### config.mk
export PLATFORM = sky130hd
export DESIGN_NAME = firmware_header_record_parser_core
export DESIGN_NICKNAME = d
export VERILOG_FILES = /design/src/rtl/fhrp_pkg.sv /design/src/rtl/firmware_header_record_parser_core.sv
export SDC_FILE = /design/constraint.sdc
export NUM_CORES = 2
export LEC_CHECK = 0
export ABC_AREA = 1
export BUFFER_PORTS_ARGS = -buffer_cell sky130_fd_sc_hd__buf_4
export CAP_MARGIN = 15
export CORE_UTILIZATION = 65
export DETAILED_ROUTE_END_ITERATION = 10
export HOLD_SLACK_MARGIN = 0.06
export PLACE_DENSITY_LB_ADDON = 0.1
export SKIP_LAST_GASP = 1
export SYNTH_ARGS = -nofsm -noshare
export SYNTH_HDL_FRONTEND = slang
export SYNTH_SLANG_ARGS = --single-unit
### constraint.sdc
create_clock -name clock -period 14.8 [get_ports clock]
set_input_delay 0 -clock clock [delete_from_list [all_inputs] [get_ports clock]]
set_output_delay 0 -clock clock [all_outputs]
set_load 0.05 [all_outputs]
### src/rtl/fhrp_pkg.sv
package fhrp_pkg;

   // The magic word as it reads when its four bytes are gathered little-endian.
   localparam logic [31:0] MAGIC_WORD = 32'h5746_494F;

   localparam int RSP_DEPTH = 4;
   localparam int RSP_PTR_W = $clog2(RSP_DEPTH);
   localparam int RSP_CNT_W = $clog2(RSP_DEPTH + 1);

   typedef enum logic [3:0] {
      PH_MAGIC  = 4'd0,
      PH_HSIZE  = 4'd1,
      PH_PHDR   = 4'd2,
      PH_PNAME  = 4'd3,
      PH_PVAL   = 4'd4,
      PH_BNSIZE = 4'd5,
      PH_BOFF   = 4'd6,
      PH_BSIZE  = 4'd7,
      PH_BNAME  = 4'd8,
      PH_QHDR   = 4'd9,
      PH_QNAME  = 4'd10,
      PH_QVAL   = 4'd11,
      PH_DONE   = 4'd12,
      PH_BAD    = 4'd13
   } phase_type;

   typedef enum logic [2:0] {
      EV_PROP  = 3'd0,
      EV_BLOCK = 3'd1,
      EV_BPROP = 3'd2,
      EV_MAGIC = 3'd3,
      EV_END   = 3'd4,
      EV_TRUNC = 3'd5
   } event_kind_type;

   typedef struct packed {
      event_kind_type kind;
      logic [31:0]    name_length;
      logic [31:0]    value_length;
      logic [63:0]    block_offset;
      logic [63:0]    block_length;
      logic [31:0]    name_position;
      logic           name_printable;
      logic           last_result;
   } result_type;

   function automatic result_type make_event(event_kind_type kind);
      result_type r;
      r = '0;
      r.kind = kind;
      return r;
   endfunction

endpackage

### src/rtl/firmware_header_record_parser_core.sv
// Channel  | Direction | Handshake                  | Payload
// req_     | in        | req_valid / req_stall      | data_byte, last_byte
// rsp_     | out       | rsp_valid / rsp_stall      | one record or status event
//
// Each byte is parsed in the cycle it is accepted, so one byte is taken per cycle while req_stall is low.
// A byte yields at most two events; they go into a four-entry result queue, and
// req_stall rises once fewer than two queue entries are free.
// An event is registered in the result queue and can reach rsp_ in the cycle after its byte.
// Synchronous reset returns the parser to the magic check and empties the queue.
module firmware_header_record_parser_core (
   input  logic        clock,
   input  logic        reset,
   input  logic        req_valid,
   output logic        req_stall,
   input  logic [7:0]  req_data_byte,
   input  logic        req_last_byte,
   output logic        rsp_valid,
   input  logic        rsp_stall,
   output logic [2:0]  rsp_event_kind,
   output logic [31:0] rsp_name_length,
   output logic [31:0] rsp_value_length,
   output logic [63:0] rsp_block_offset,
   output logic [63:0] rsp_block_length,
   output logic [31:0] rsp_name_position,
   output logic        rsp_name_printable,
   output logic        rsp_last_result
);

   fhrp_pkg::phase_type phase_ff, phase_in;
   logic [31:0] pos_ff, pos_in;
   logic [31:0] hlen_ff, hlen_in;
   logic [63:0] shift_ff, shift_in;
   logic [3:0]  fcount_ff, fcount_in;
   logic [31:0] nsize_ff, nsize_in;
   logic [31:0] vsize_ff, vsize_in;
   logic [63:0] off_ff, off_in;
   logic [63:0] size_ff, size_in;
   logic [31:0] skip_ff, skip_in;
   logic        name_ok_ff, name_ok_in;
   logic        nul_ff, nul_in;
   logic [31:0] nstart_ff, nstart_in;

   fhrp_pkg::result_type fifo_ff [fhrp_pkg::RSP_DEPTH];
   logic [fhrp_pkg::RSP_PTR_W-1:0] wr_ptr_ff, wr_ptr_in;
   logic [fhrp_pkg::RSP_PTR_W-1:0] rd_ptr_ff, rd_ptr_in;
   logic [fhrp_pkg::RSP_CNT_W-1:0] count_ff, count_in;

   logic        accept;
   logic        pop;
   logic [31:0] next_pos;
   logic [63:0] take_shift;
   logic [3:0]  take_cnt;
   logic        done4, done8;
   logic        name_ok_upd, nul_upd;
   logic [31:0] skip_dec;
   logic        skip_done;
   logic        do_open;
   fhrp_pkg::phase_type open_phase;
   logic        rec_valid, end_valid, trunc;
   fhrp_pkg::result_type rec, res0, res1;
   logic [1:0]  push_n;

   assign accept    = req_valid && !req_stall;
   assign pop       = (count_ff != '0) && !rsp_stall;
   assign req_stall = count_ff > fhrp_pkg::RSP_CNT_W'(fhrp_pkg::RSP_DEPTH - 2);
   assign next_pos  = pos_ff + 32'd1;

   // Field gathering: the byte lands in the lane given by the bytes already taken.
   always_comb begin
      take_shift = shift_ff;
      for (int i = 0; i < 8; i++) begin
         if (fcount_ff[2:0] == 3'(i)) begin
            take_shift[8*i +: 8] = shift_ff[8*i +: 8] | req_data_byte;
         end
      end
      take_cnt = fcount_ff + 4'd1;
      done4    = take_cnt >= 4'd4;
      done8    = take_cnt >= 4'd8;
   end

   // Name bytes are checked only up to the first NUL.
   always_comb begin
      name_ok_upd = name_ok_ff;
      nul_upd     = nul_ff;
      if (!nul_ff) begin
         if (req_data_byte == 8'h00) begin
            nul_upd = 1'b1;
         end else if (req_data_byte < 8'h21 || req_data_byte > 8'h7E) begin
            name_ok_upd = 1'b0;
         end
      end
      skip_dec  = (skip_ff != 32'd0) ? skip_ff - 32'd1 : 32'd0;
      skip_done = skip_dec == 32'd0;
   end

   always_comb begin
      phase_in   = phase_ff;
      pos_in     = next_pos;
      hlen_in    = hlen_ff;
      shift_in   = shift_ff;
      fcount_in  = fcount_ff;
      nsize_in   = nsize_ff;
      vsize_in   = vsize_ff;
      off_in     = off_ff;
      size_in    = size_ff;
      skip_in    = skip_ff;
      name_ok_in = name_ok_ff;
      nul_in     = nul_ff;
      nstart_in  = nstart_ff;
      do_open    = 1'b0;
      open_phase = fhrp_pkg::PH_PHDR;
      rec_valid  = 1'b0;
      end_valid  = 1'b0;
      rec        = fhrp_pkg::make_event(fhrp_pkg::EV_PROP);

      unique case (phase_ff)
         fhrp_pkg::PH_MAGIC: begin
            shift_in  = take_shift;
            fcount_in = take_cnt;
            if (done4) begin
               shift_in  = '0;
               fcount_in = '0;
               if (take_shift[31:0] == fhrp_pkg::MAGIC_WORD) begin
                  phase_in = fhrp_pkg::PH_HSIZE;
               end else begin
                  phase_in  = fhrp_pkg::PH_BAD;
                  rec_valid = 1'b1;
                  rec       = fhrp_pkg::make_event(fhrp_pkg::EV_MAGIC);
               end
            end
         end
         fhrp_pkg::PH_HSIZE: begin
            shift_in  = take_shift;
            fcount_in = take_cnt;
            if (done4) begin
               hlen_in    = take_shift[31:0];
               do_open    = 1'b1;
               open_phase = fhrp_pkg::PH_PHDR;
            end
         end
         fhrp_pkg::PH_PHDR, fhrp_pkg::PH_QHDR: begin
            shift_in  = take_shift;
            fcount_in = take_cnt;
            if (done8) begin
               nsize_in  = take_shift[31:0];
               vsize_in  = take_shift[63:32];
               shift_in  = '0;
               fcount_in = '0;
               if (take_shift[31:0] == 32'd0) begin
                  // Either property list closing leads on to the block list.
                  do_open    = 1'b1;
                  open_phase = fhrp_pkg::PH_BNSIZE;
               end else begin
                  skip_in    = take_shift[31:0];
                  nstart_in  = next_pos;
                  name_ok_in = 1'b1;
                  nul_in     = 1'b0;
                  phase_in   = (phase_ff == fhrp_pkg::PH_PHDR) ? fhrp_pkg::PH_PNAME
                                                               : fhrp_pkg::PH_QNAME;
               end
            end
         end
         fhrp_pkg::PH_PNAME, fhrp_pkg::PH_QNAME: begin
            name_ok_in = name_ok_upd;
            nul_in     = nul_upd;
            skip_in    = skip_dec;
            if (skip_done) begin
               rec_valid = 1'b1;
               if (phase_ff == fhrp_pkg::PH_PNAME) begin
                  rec = fhrp_pkg::make_event(fhrp_pkg::EV_PROP);
               end else begin
                  rec              = fhrp_pkg::make_event(fhrp_pkg::EV_BPROP);
                  rec.block_offset = off_ff;
                  rec.block_length = size_ff;
               end
               rec.name_length    = nsize_ff;
               rec.value_length   = vsize_ff;
               rec.name_position  = nstart_ff;
               rec.name_printable = name_ok_upd;
               if (vsize_ff == 32'd0) begin
                  do_open    = 1'b1;
                  open_phase = (phase_ff == fhrp_pkg::PH_PNAME) ? fhrp_pkg::PH_PHDR
                                                                : fhrp_pkg::PH_QHDR;
               end else begin
                  skip_in  = vsize_ff;
                  phase_in = (phase_ff == fhrp_pkg::PH_PNAME) ? fhrp_pkg::PH_PVAL
                                                              : fhrp_pkg::PH_QVAL;
               end
            end
         end
         fhrp_pkg::PH_PVAL: begin
            skip_in = skip_dec;
            if (skip_done) begin
               do_open    = 1'b1;
               open_phase = fhrp_pkg::PH_PHDR;
            end
         end
         fhrp_pkg::PH_QVAL: begin
            skip_in = skip_dec;
            if (skip_done) begin
               do_open    = 1'b1;
               open_phase = fhrp_pkg::PH_QHDR;
            end
         end
         fhrp_pkg::PH_BNSIZE: begin
            shift_in  = take_shift;
            fcount_in = take_cnt;
            if (done4) begin
               nsize_in  = take_shift[31:0];
               shift_in  = '0;
               fcount_in = '0;
               phase_in  = fhrp_pkg::PH_BOFF;
            end
         end
         fhrp_pkg::PH_BOFF: begin
            shift_in  = take_shift;
            fcount_in = take_cnt;
            if (done8) begin
               off_in    = take_shift;
               shift_in  = '0;
               fcount_in = '0;
               phase_in  = fhrp_pkg::PH_BSIZE;
            end
         end
         fhrp_pkg::PH_BSIZE: begin
            shift_in  = take_shift;
            fcount_in = take_cnt;
            if (done8) begin
               size_in   = take_shift;
               shift_in  = '0;
               fcount_in = '0;
               if (nsize_ff == 32'd0) begin
                  phase_in  = fhrp_pkg::PH_DONE;
                  end_valid = 1'b1;
               end else begin
                  skip_in    = nsize_ff;
                  nstart_in  = next_pos;
                  name_ok_in = 1'b1;
                  nul_in     = 1'b0;
                  phase_in   = fhrp_pkg::PH_BNAME;
               end
            end
         end
         fhrp_pkg::PH_BNAME: begin
            name_ok_in = name_ok_upd;
            nul_in     = nul_upd;
            skip_in    = skip_dec;
            if (skip_done) begin
               rec_valid          = 1'b1;
               rec                = fhrp_pkg::make_event(fhrp_pkg::EV_BLOCK);
               rec.name_length    = nsize_ff;
               rec.block_offset   = off_ff;
               rec.block_length   = size_ff;
               rec.name_position  = nstart_ff;
               rec.name_printable = name_ok_upd;
               do_open            = 1'b1;
               open_phase         = fhrp_pkg::PH_QHDR;
            end
         end
         default: begin
         end
      endcase

      // A record may only start below the header end; otherwise parsing stops.
      if (do_open) begin
         shift_in  = '0;
         fcount_in = '0;
         if (next_pos >= hlen_in) begin
            phase_in  = fhrp_pkg::PH_DONE;
            end_valid = 1'b1;
         end else begin
            phase_in = open_phase;
         end
      end

      trunc = req_last_byte && (phase_in <= fhrp_pkg::PH_QVAL);

      if (req_last_byte) begin
         phase_in   = fhrp_pkg::PH_MAGIC;
         pos_in     = '0;
         hlen_in    = '0;
         shift_in   = '0;
         fcount_in  = '0;
         nsize_in   = '0;
         vsize_in   = '0;
         off_in     = '0;
         size_in    = '0;
         skip_in    = '0;
         name_ok_in = 1'b1;
         nul_in     = 1'b0;
         nstart_in  = '0;
      end
   end

   // Order the events of one byte: record event, then header end or truncation.
   always_comb begin
      res0   = rec;
      res1   = fhrp_pkg::make_event(fhrp_pkg::EV_TRUNC);
      push_n = 2'd0;
      if (rec_valid) begin
         if (end_valid) begin
            res1   = fhrp_pkg::make_event(fhrp_pkg::EV_END);
            push_n = 2'd2;
         end else if (trunc) begin
            push_n = 2'd2;
         end else begin
            push_n = 2'd1;
         end
      end else if (end_valid) begin
         res0   = fhrp_pkg::make_event(fhrp_pkg::EV_END);
         push_n = 2'd1;
      end else if (trunc) begin
         res0   = fhrp_pkg::make_event(fhrp_pkg::EV_TRUNC);
         push_n = 2'd1;
      end
      res0.last_result = push_n == 2'd1;
      res1.last_result = 1'b1;
      if (!accept) begin
         push_n = 2'd0;
      end
   end

   always_comb begin
      wr_ptr_in = wr_ptr_ff + fhrp_pkg::RSP_PTR_W'(push_n);
      rd_ptr_in = rd_ptr_ff + fhrp_pkg::RSP_PTR_W'(pop);
      count_in  = count_ff + fhrp_pkg::RSP_CNT_W'(push_n) - fhrp_pkg::RSP_CNT_W'(pop);
   end

   always_ff @(posedge clock) begin
      if (reset) begin
         phase_ff   <= fhrp_pkg::PH_MAGIC;
         pos_ff     <= '0;
         hlen_ff    <= '0;
         shift_ff   <= '0;
         fcount_ff  <= '0;
         nsize_ff   <= '0;
         vsize_ff   <= '0;
         off_ff     <= '0;
         size_ff    <= '0;
         skip_ff    <= '0;
         name_ok_ff <= 1'b1;
         nul_ff     <= 1'b0;
         nstart_ff  <= '0;
      end else if (accept) begin
         phase_ff   <= phase_in;
         pos_ff     <= pos_in;
         hlen_ff    <= hlen_in;
         shift_ff   <= shift_in;
         fcount_ff  <= fcount_in;
         nsize_ff   <= nsize_in;
         vsize_ff   <= vsize_in;
         off_ff     <= off_in;
         size_ff    <= size_in;
         skip_ff    <= skip_in;
         name_ok_ff <= name_ok_in;
         nul_ff     <= nul_in;
         nstart_ff  <= nstart_in;
      end
   end

   always_ff @(posedge clock) begin
      if (reset) begin
         wr_ptr_ff <= '0;
         rd_ptr_ff <= '0;
         count_ff  <= '0;
      end else begin
         wr_ptr_ff <= wr_ptr_in;
         rd_ptr_ff <= rd_ptr_in;
         count_ff  <= count_in;
      end
   end

   always_ff @(posedge clock) begin
      if (push_n != 2'd0) begin
         fifo_ff[wr_ptr_ff] <= res0;
      end
      if (push_n == 2'd2) begin
         fifo_ff[wr_ptr_ff + fhrp_pkg::RSP_PTR_W'(1)] <= res1;
      end
   end

   assign rsp_valid          = count_ff != '0;
   assign rsp_event_kind     = fifo_ff[rd_ptr_ff].kind;
   assign rsp_name_length    = fifo_ff[rd_ptr_ff].name_length;
   assign rsp_value_length   = fifo_ff[rd_ptr_ff].value_length;
   assign rsp_block_offset   = fifo_ff[rd_ptr_ff].block_offset;
   assign rsp_block_length   = fifo_ff[rd_ptr_ff].block_length;
   assign rsp_name_position  = fifo_ff[rd_ptr_ff].name_position;
   assign rsp_name_printable = fifo_ff[rd_ptr_ff].name_printable;
   assign rsp_last_result    = fifo_ff[rd_ptr_ff].last_result;

   a_count_bound: assert property (@(posedge clock) disable iff (reset)
      count_ff <= fhrp_pkg::RSP_CNT_W'(fhrp_pkg::RSP_DEPTH))
      else $error("result queue count beyond its depth");

   a_rearm: assert property (@(posedge clock) disable iff (reset)
      accept && req_last_byte |=> phase_ff == fhrp_pkg::PH_MAGIC && pos_ff == 32'd0)
      else $error("parser did not rearm after the final byte");

   a_quiet_after_end: assert property (@(posedge clock) disable iff (reset)
      accept && (phase_ff == fhrp_pkg::PH_DONE || phase_ff == fhrp_pkg::PH_BAD)
      |-> push_n == 2'd0)
      else $error("event produced after parsing had ended");

   a_room_for_two: assert property (@(posedge clock) disable iff (reset)
      accept |-> count_ff <= fhrp_pkg::RSP_CNT_W'(fhrp_pkg::RSP_DEPTH - 2))
      else $error("item taken without room for two events");

endmodule
# Word-level counts from Yosys, hierarchy flattened
# Memory sizes are Yosys's and may differ from the RTL's. A register that Yosys moved wholly into a read port is not among the register bits.
# Index checks and enable logic that the tools add are counted.
[word_totals]
reg_bits = 401
wordCells = 232
ramBits = 916
n_memories = 1
[op_classes]
mux = 126
n_lt_le_gt_ge = 7
add_sub_neg = 8
n_reduce_logical = 40
eq_ne = 26
n_bitwise = 8
[mem_list]
columns = ["memory", "words", "word_bits", "rd", "rd_clocked_by_memory_dff", "write_ports", "line", "source"]
rows = [
  ["fifo_ff", 4, 229, 1, 1, 2, "firmware_header_record_parser_core.sv:43", "fhrp_pkg::result_type fifo_ff [fhrp_pkg::RSP_DEPTH];"],
]
[ops]
columns = ["operator", "n"]
rows = [
  ["228-bit two-way mux", 4],
  ["32-bit two-way mux", 23],
  ["229-bit two-way mux", 3],
  ["228-bit one-hot mux with 3 select lines", 1],
  ["227-bit two-way mux", 3],
  ["64-bit two-way mux", 9],
  ["64-bit one-hot mux with 3 select lines", 1],
  ["32-bit zero test", 4],
  ["32-bit one-hot mux with 2 select lines", 2],
  ["32-bit one-hot mux with 4 select lines", 1],
  ["4-bit two-way mux", 22],
  ["8-bit two-way mux", 8],
  ["8-bit OR", 8],
  ["1-bit two-way mux", 34],
  ["32-bit by 1-bit adder with 32-bit output, second input constant", 1],
  ["32-bit by 31-bit == test with 1-bit output, second input constant", 1],
  ["32-bit >= comparator", 1],
  ["32-bit nonzero test", 1],
  ["32-bit by 1-bit subtractor with 32-bit output, second input constant", 1],
  ["4-bit one-hot mux with 3 select lines", 2],
  ["4-bit one-hot mux with 6 select lines", 1],
  ["6-bit AND reduction", 3],
  ["4-bit by 3-bit == test with 1-bit output, second input constant", 4],
  ["4-bit == test, second input constant", 4],
  ["other kinds (41)", 73],
]

# Depth between registers and ports, before layout
[logic_depth]
depth_word = 17
depth_mapped = 40
mapped_depth_nobuf = 39

# Worst setup path before layout
# OpenSTA, ideal clock, no wires.
[synth_timing]
path_kind = "reg2reg"
start = "register pos_ff[0]"
end = "register count_ff[2] in the netlist's numbering"
n_path_buf = 1
t_arrival_ns = 5.361
synth_period_minus_slack_ns = 5.481
path_stages_with_launch = 41
path_slack_ns = 9.319
cell_sequence = "dfxtp_1 > ha_1 > nand2_1 > nor2_1 > inv_1 > nor2_1 > nand2_1 > nor2_1 > nand2_1 > nor2_1 > nand2_1 > nor4_1 > inv_1 > nor3_1 > nand4_1 > nor2_1 > inv_1 > nor3_1 > (+5 left out) > nor2_1 > a211oi_1 > o221a_2 > nand2_1 > nand2_1 > nand3_1 > nand2_1 > nand2_2 > nand2_4 > nand2_1 > buf_2 > nand2_1 > nand2_1 > xnor2_1 > ha_1 > fa_1 > o21ai_0 > a21oi_1"
[synth_via]
elab_chain_cells = 12
word_cells_on_any_way = 16
[synth_lines]
columns = ["element", "line", "source"]
rows = [
  ["from (decl)", "firmware_header_record_parser_core.sv:30", "logic [31:0] pos_ff, pos_in;"],
  ["from (signal assigned)", "firmware_header_record_parser_core.sv:346", "pos_ff <= pos_in;"],
  ["32-bit by 1-bit adder with 32-bit output *", "firmware_header_record_parser_core.sv:66", "assign next_pos = pos_ff + 32'd1;"],
  ["32-bit >= comparator *", "firmware_header_record_parser_core.sv:268", "if (next_pos >= hlen_in) begin"],
  ["4-bit two-way mux", "firmware_header_record_parser_core.sv:268", ""],
  ["4-bit two-way mux", "firmware_header_record_parser_core.sv:265", "if (do_open) begin"],
  ["4-bit less-or-equal comparator", "firmware_header_record_parser_core.sv:276", "trunc = req_last_byte && (phase_in <= fhrp_pkg::PH_QVAL);"],
  ["1-bit logical AND", "firmware_header_record_parser_core.sv:276", ""],
  ["1-bit two-way mux / 2-bit two-way mux (equally long branches)", "firmware_header_record_parser_core.sv:312, firmware_header_record_parser_core.sv:304", ""],
  ["1-bit two-way mux / 2-bit two-way mux (equally long branches)", "firmware_header_record_parser_core.sv:309, firmware_header_record_parser_core.sv:301", ""],
  ["2-bit two-way mux *", "firmware_header_record_parser_core.sv:300", "if (rec_valid) begin"],
  ["2-bit two-way mux *", "firmware_header_record_parser_core.sv:318", "if (!accept) begin"],
  ["3-bit by 2-bit adder with 3-bit output *", "firmware_header_record_parser_core.sv:326", "count_in = count_ff + fhrp_pkg::RSP_CNT_W'(push_n) - fhrp_pkg::RSP_CNT_W'(pop);"],
  ["3-bit by 1-bit subtractor with 3-bit output *", "firmware_header_record_parser_core.sv:326", ""],
  ["to (signal assigned)", "firmware_header_record_parser_core.sv:369", "count_ff <= count_in;"],
  ["to (decl)", "firmware_header_record_parser_core.sv:46", "logic [fhrp_pkg::RSP_CNT_W-1:0] count_ff, count_in;"],
]
# Mark *: on every way between the ends. The rest lies on a longest branch, timed or not.
# A chain may end at the register's enable or synchronous reset.

==> impl_summary.md <==
Clocking
The worst-skew pair later-pin latency is 0.77 ns. The CTS sink count is 1317. Counting the buffers created by CTS gives 138. The H-tree depth is 4. The root buffer cell chosen for the clock tree is sky130_fd_sc_hd__clkbuf_16. The clock tree from TritonCTS is built.

The number of post-CTS setup repair buffers is 0. The clock slew at the register clock pins of the worst setup and hold paths is 0.06 ns. After clock tree synthesis, the repair step resized 0 gates. The clock passes through at most 3 buffers.

Logic synthesis
In this run, synthesis inferred 4 flip-flops with an integrated enable. The post-synthesis register bit count is 1317. The gate count of the mapped netlist is 9713. Among all flip-flop cells after synthesis, the most frequent one is sky130_fd_sc_hd__dfxtp_1. The netlist uses 51 different library cells. The share of the synthesized area in the top cell type is 0.417. The mean cell area of the mapped netlist is 6.50 sq um. After synthesis, the cell types taking the most area are sky130_fd_sc_hd__dfxtp_1, sky130_fd_sc_hd__nor2_1, sky130_fd_sc_hd__nand2_1. The share of the Yosys chip area taken by registers is 0.418. The biggest area contributor in the post-synthesis netlist is sky130_fd_sc_hd__dfxtp_1. When the netlist entered floorplanning its net count stood at 9771. Yosys printed 0 warnings. The cell area after synthesis is 63100 sq um. The async set-or-reset flop fraction in the synthesized netlist is 0.

Placed design
The placer congestion estimate is 1.04. Detailed placement finished with a half-perimeter wire length of 136000 microns. The quantity of I/O buffers inserted on ports is 243. The instance count after placement with tap cells included is 10600.

Critical path
The launch point of the worst path is fcount_ff[2]$_SDFFE_PP0P_. The cell with the biggest individual delay on the critical path is sky130_fd_sc_hd__buf_4. The instance count on the critical path is 30. The critical-path maximum fanout is 113.

The launch point of the worst reg-to-reg path is fcount_ff[2]$_SDFFE_PP0P_. The worst setup path is captured at a flip-flop. Data on the critical path is required at its endpoint by 15.44 ns. The largest single stage delay on the critical path is 0.98 ns. The most numerous cell type found on the critical path is sky130_fd_sc_hd__nand2_1. Data on the critical path arrives at its endpoint at 8.90 ns.

By startpoint and endpoint, the worst setup path is classified as flip-flop to flip-flop. The number of buffers and inverters on the critical path is 6. The worst reg-to-reg path cell count is 30.

In this run the register-to-register setup slack is 6.54 ns. The worst register-to-register path ends at fifo_ff[2][57]$_SDFFE_PP0P_. The cell family contributing the most delay on the critical path is buffers and inverters. STA classifies the critical path startpoint as a flip-flop. The destination of the critical timing path is fifo_ff[2][57]$_SDFFE_PP0P_.

STA
The slew at the pin with the worst max-slew slack is 1.38 ns. The part of the cycle the worst path needs is 0.558. The final critical delay including setup and external delays is 8.26 ns. The setup-violating endpoint count in the final report is 0. Final hold analysis gives a worst-case slack of 0.127 ns. Measured against its own limit, the worst slew margin works out to 0.0745. Setup repair after global routing left no endpoint under its margin. The clock skew after layout is 0.0357 ns. Summed over all failing endpoints, the final setup total negative slack is 0 ns.

The maximum achievable frequency is 121 MHz. The count of pins over their slew limit is 0. The final hold violation count is 0.

Global route
The first global-routing pass estimated 351000 microns of wire. The global-route total usage across every layer is 0.455. The number of global-route vias before repair is 60500. For this run the aggregate overflow at the end of global routing stands at 0. The largest net degree at the start of global routing is 219. The initial antenna violation count is 14.

Drt
The detailed-route wire length per cell is 21.4 microns. Across all layers, the routed design uses 66700 vias. The DRC violation count after routing is 0.

In the routed layout, each cell is associated on average with a via count of 6.16. The number of search-and-repair iterations in the first detailed-routing pass is 7. The final wirelength is 232000 microns. The antenna violation net count after detailed routing is 0.

For this block, the initial DRC count from the detailed router was 9850.

Power
IR analysis of the VDD net gives a maximum drop of 0.000226 V. For this design the ratio of total power to cell area is 248 nW/um^2. Power comes to 17.1 mW.

The leakage power figure is 33.5 nW.

Layout
The number of filler instances in the final layout is 8088. For this run, the share of the core covered by cells in the final layout is 0.722. The number of standard cells in the final layout excluding fillers is 10800.

The share of cells above drive strength 1 is 0.0624. In the layout the commonest cells are sky130_fd_sc_hd__nor2_1, sky130_fd_sc_hd__nand2_1, sky130_fd_sc_hd__dfxtp_1, sky130_fd_sc_hd__nand3_1, sky130_fd_sc_hd__o21ai_0. The area growth from synthesis to layout is 9.28%. The final-stage net count is 9505. The most frequent standard cell in the layout excluding fill and tap cells is sky130_fd_sc_hd__nor2_1.

Floorplan
In this run the count of I/O pins placed on the die edge is 244. The site row count is 113. The full die area is 98300 sq um.

The placeable core region is 95600 sq um. The initial standard-cell utilization of the core is 0.660. The die is 314 microns tall. The overall die width is 314 microns.

Job
The number of maximum-capacitance violations is 0.

Worst hold path
The worst hold-check path type is input port to flip-flop.

Run status
The run finished with clean final reports.
[timing repair]
action                     in CTS  in global routing
hold buffers                   14                  0
setup endpoints to repair       0                  0
hold endpoints to repair      159                  0
[area by class of cell]
class	count	area, sq um	share of cell area
clock buffers	200	3990	0.0578
diodes	12	30.0	0.000435
multi-input cells	7017	31300	0.453
flip-flops and latches	1317	26400	0.383
well taps	1265	1580	0.0230
repair buffers	339	2740	0.0398
clock inverters	44	532	0.00771
inverters	634	2400	0.0348
[cells in the mapped netlist, types with 2 or more instances]
library cell                instances
sky130_fd_sc_hd__nor2_4             3
sky130_fd_sc_hd__nand4_1           40
sky130_fd_sc_hd__inv_1            617
sky130_fd_sc_hd__nor2_1          2575
sky130_fd_sc_hd__o211ai_1          19
sky130_fd_sc_hd__o21ai_0          757
sky130_fd_sc_hd__ha_1              44
sky130_fd_sc_hd__o311ai_0          11
sky130_fd_sc_hd__inv_2             12
sky130_fd_sc_hd__nor4_1            24
sky130_fd_sc_hd__o22ai_1          242
sky130_fd_sc_hd__buf_4             28
sky130_fd_sc_hd__nand3_1          966
sky130_fd_sc_hd__xor2_1            21
sky130_fd_sc_hd__o221a_2            2
sky130_fd_sc_hd__buf_2            203
sky130_fd_sc_hd__a211oi_1          52
sky130_fd_sc_hd__o21ai_1            3
sky130_fd_sc_hd__edfxtp_1           4
sky130_fd_sc_hd__or2_2              5
sky130_fd_sc_hd__dfxtp_1         1313
sky130_fd_sc_hd__nor2_2             6
sky130_fd_sc_hd__nand3b_1          12
sky130_fd_sc_hd__o2111ai_1          3
sky130_fd_sc_hd__clkinv_1           5
sky130_fd_sc_hd__o221ai_1           6
sky130_fd_sc_hd__a21boi_0           3
sky130_fd_sc_hd__buf_1             26
sky130_fd_sc_hd__nand2_1         1617
sky130_fd_sc_hd__clkbuf_1         488
sky130_fd_sc_hd__xnor2_1           10
sky130_fd_sc_hd__a21oi_1          536
sky130_fd_sc_hd__a31oi_1            4
sky130_fd_sc_hd__nor3_1            23
sky130_fd_sc_hd__o21bai_1          13
sky130_fd_sc_hd__nand2_2            5
[worst min path at each step]
stage	from	endpoint	slack, ns	cells past startpoint
detailed placement	reset	size_ff[35]$_SDFFE_PP0P_	0.30	2
CTS	reset	size_ff[35]$_SDFFE_PP0P_	0.08	3
global placement	reset	size_ff[35]$_SDFFE_PP0P_	0.30	2
finish	reset	size_ff[8]$_SDFFE_PP0P_	0.13	3
global route	reset	size_ff[8]$_SDFFE_PP0P_	0.12	3
floorplan	req_data_byte[7]	nul_ff$_SDFFE_PP0P_	0.20	3
[tightest hold or removal path: stages]
cell and delay, ns:
sky130_fd_sc_hd__dlygate4sd3_1 0.55, sky130_fd_sc_hd__buf_4 0.22, sky130_fd_sc_hd__a21oi_1 0.05
[logic make-up (layout without fill, tap and decap cells)]
family / after synthesis / count (layout) / synth area share
compound gates: 1658 / 1658 / 0.142
buf+inv: 1379 / 1217 / 0.0877
xor+xnor: 31 / 31 / 0.00430
flops: 1317 / 1317 / 0.418
other cells: 0 / 12 / 0
simple gates: 5283 / 5283 / 0.339
fa+ha+maj: 45 / 45 / 0.00904
[routing by layer]
layer | GRT usage | share of wire | up-vias
met1 | 0.590 | 0.38 | 30600
met4 | 0.274 | 0.062 | 12
li1 | - | - | 30700
met5 | 0 | 0.00037 | -
met2 | 0.695 | 0.43 | 4467
met3 | 0.0970 | 0.13 | 892
[report_power, final]
part	switching (mW)	internal (mW)	total, mW
sequential	0.691	4.86	5.55
clock	1.52	2.00	3.52
combinational	5.76	2.29	8.05
total	7.97	9.15	17.1
[sequential cells by signal, indices dropped and copies added, names as in the netlist, 2 cells and up]
signal,flops
pos_ff,32
fcount_ff,4
rd_ptr_ff,2
hlen_ff,32
skip_ff,32
shift_ff,64
fifo_ff,916
wr_ptr_ff,2
phase_ff,4
size_ff,64
off_ff,64
vsize_ff,32
nsize_ff,32
nstart_ff,32
count_ff,3
[through the flow]
step	setup WS, ns	area [sq um]
2_1_floorplan	9.32	63100
3_3_place_gp	7.21	64200
3_5_place_dp	6.99	64200
4_1_cts	6.91	68900
5_1_grt	6.01	68900
6_report	6.54	69000
(Power assumes the default switching activity.)
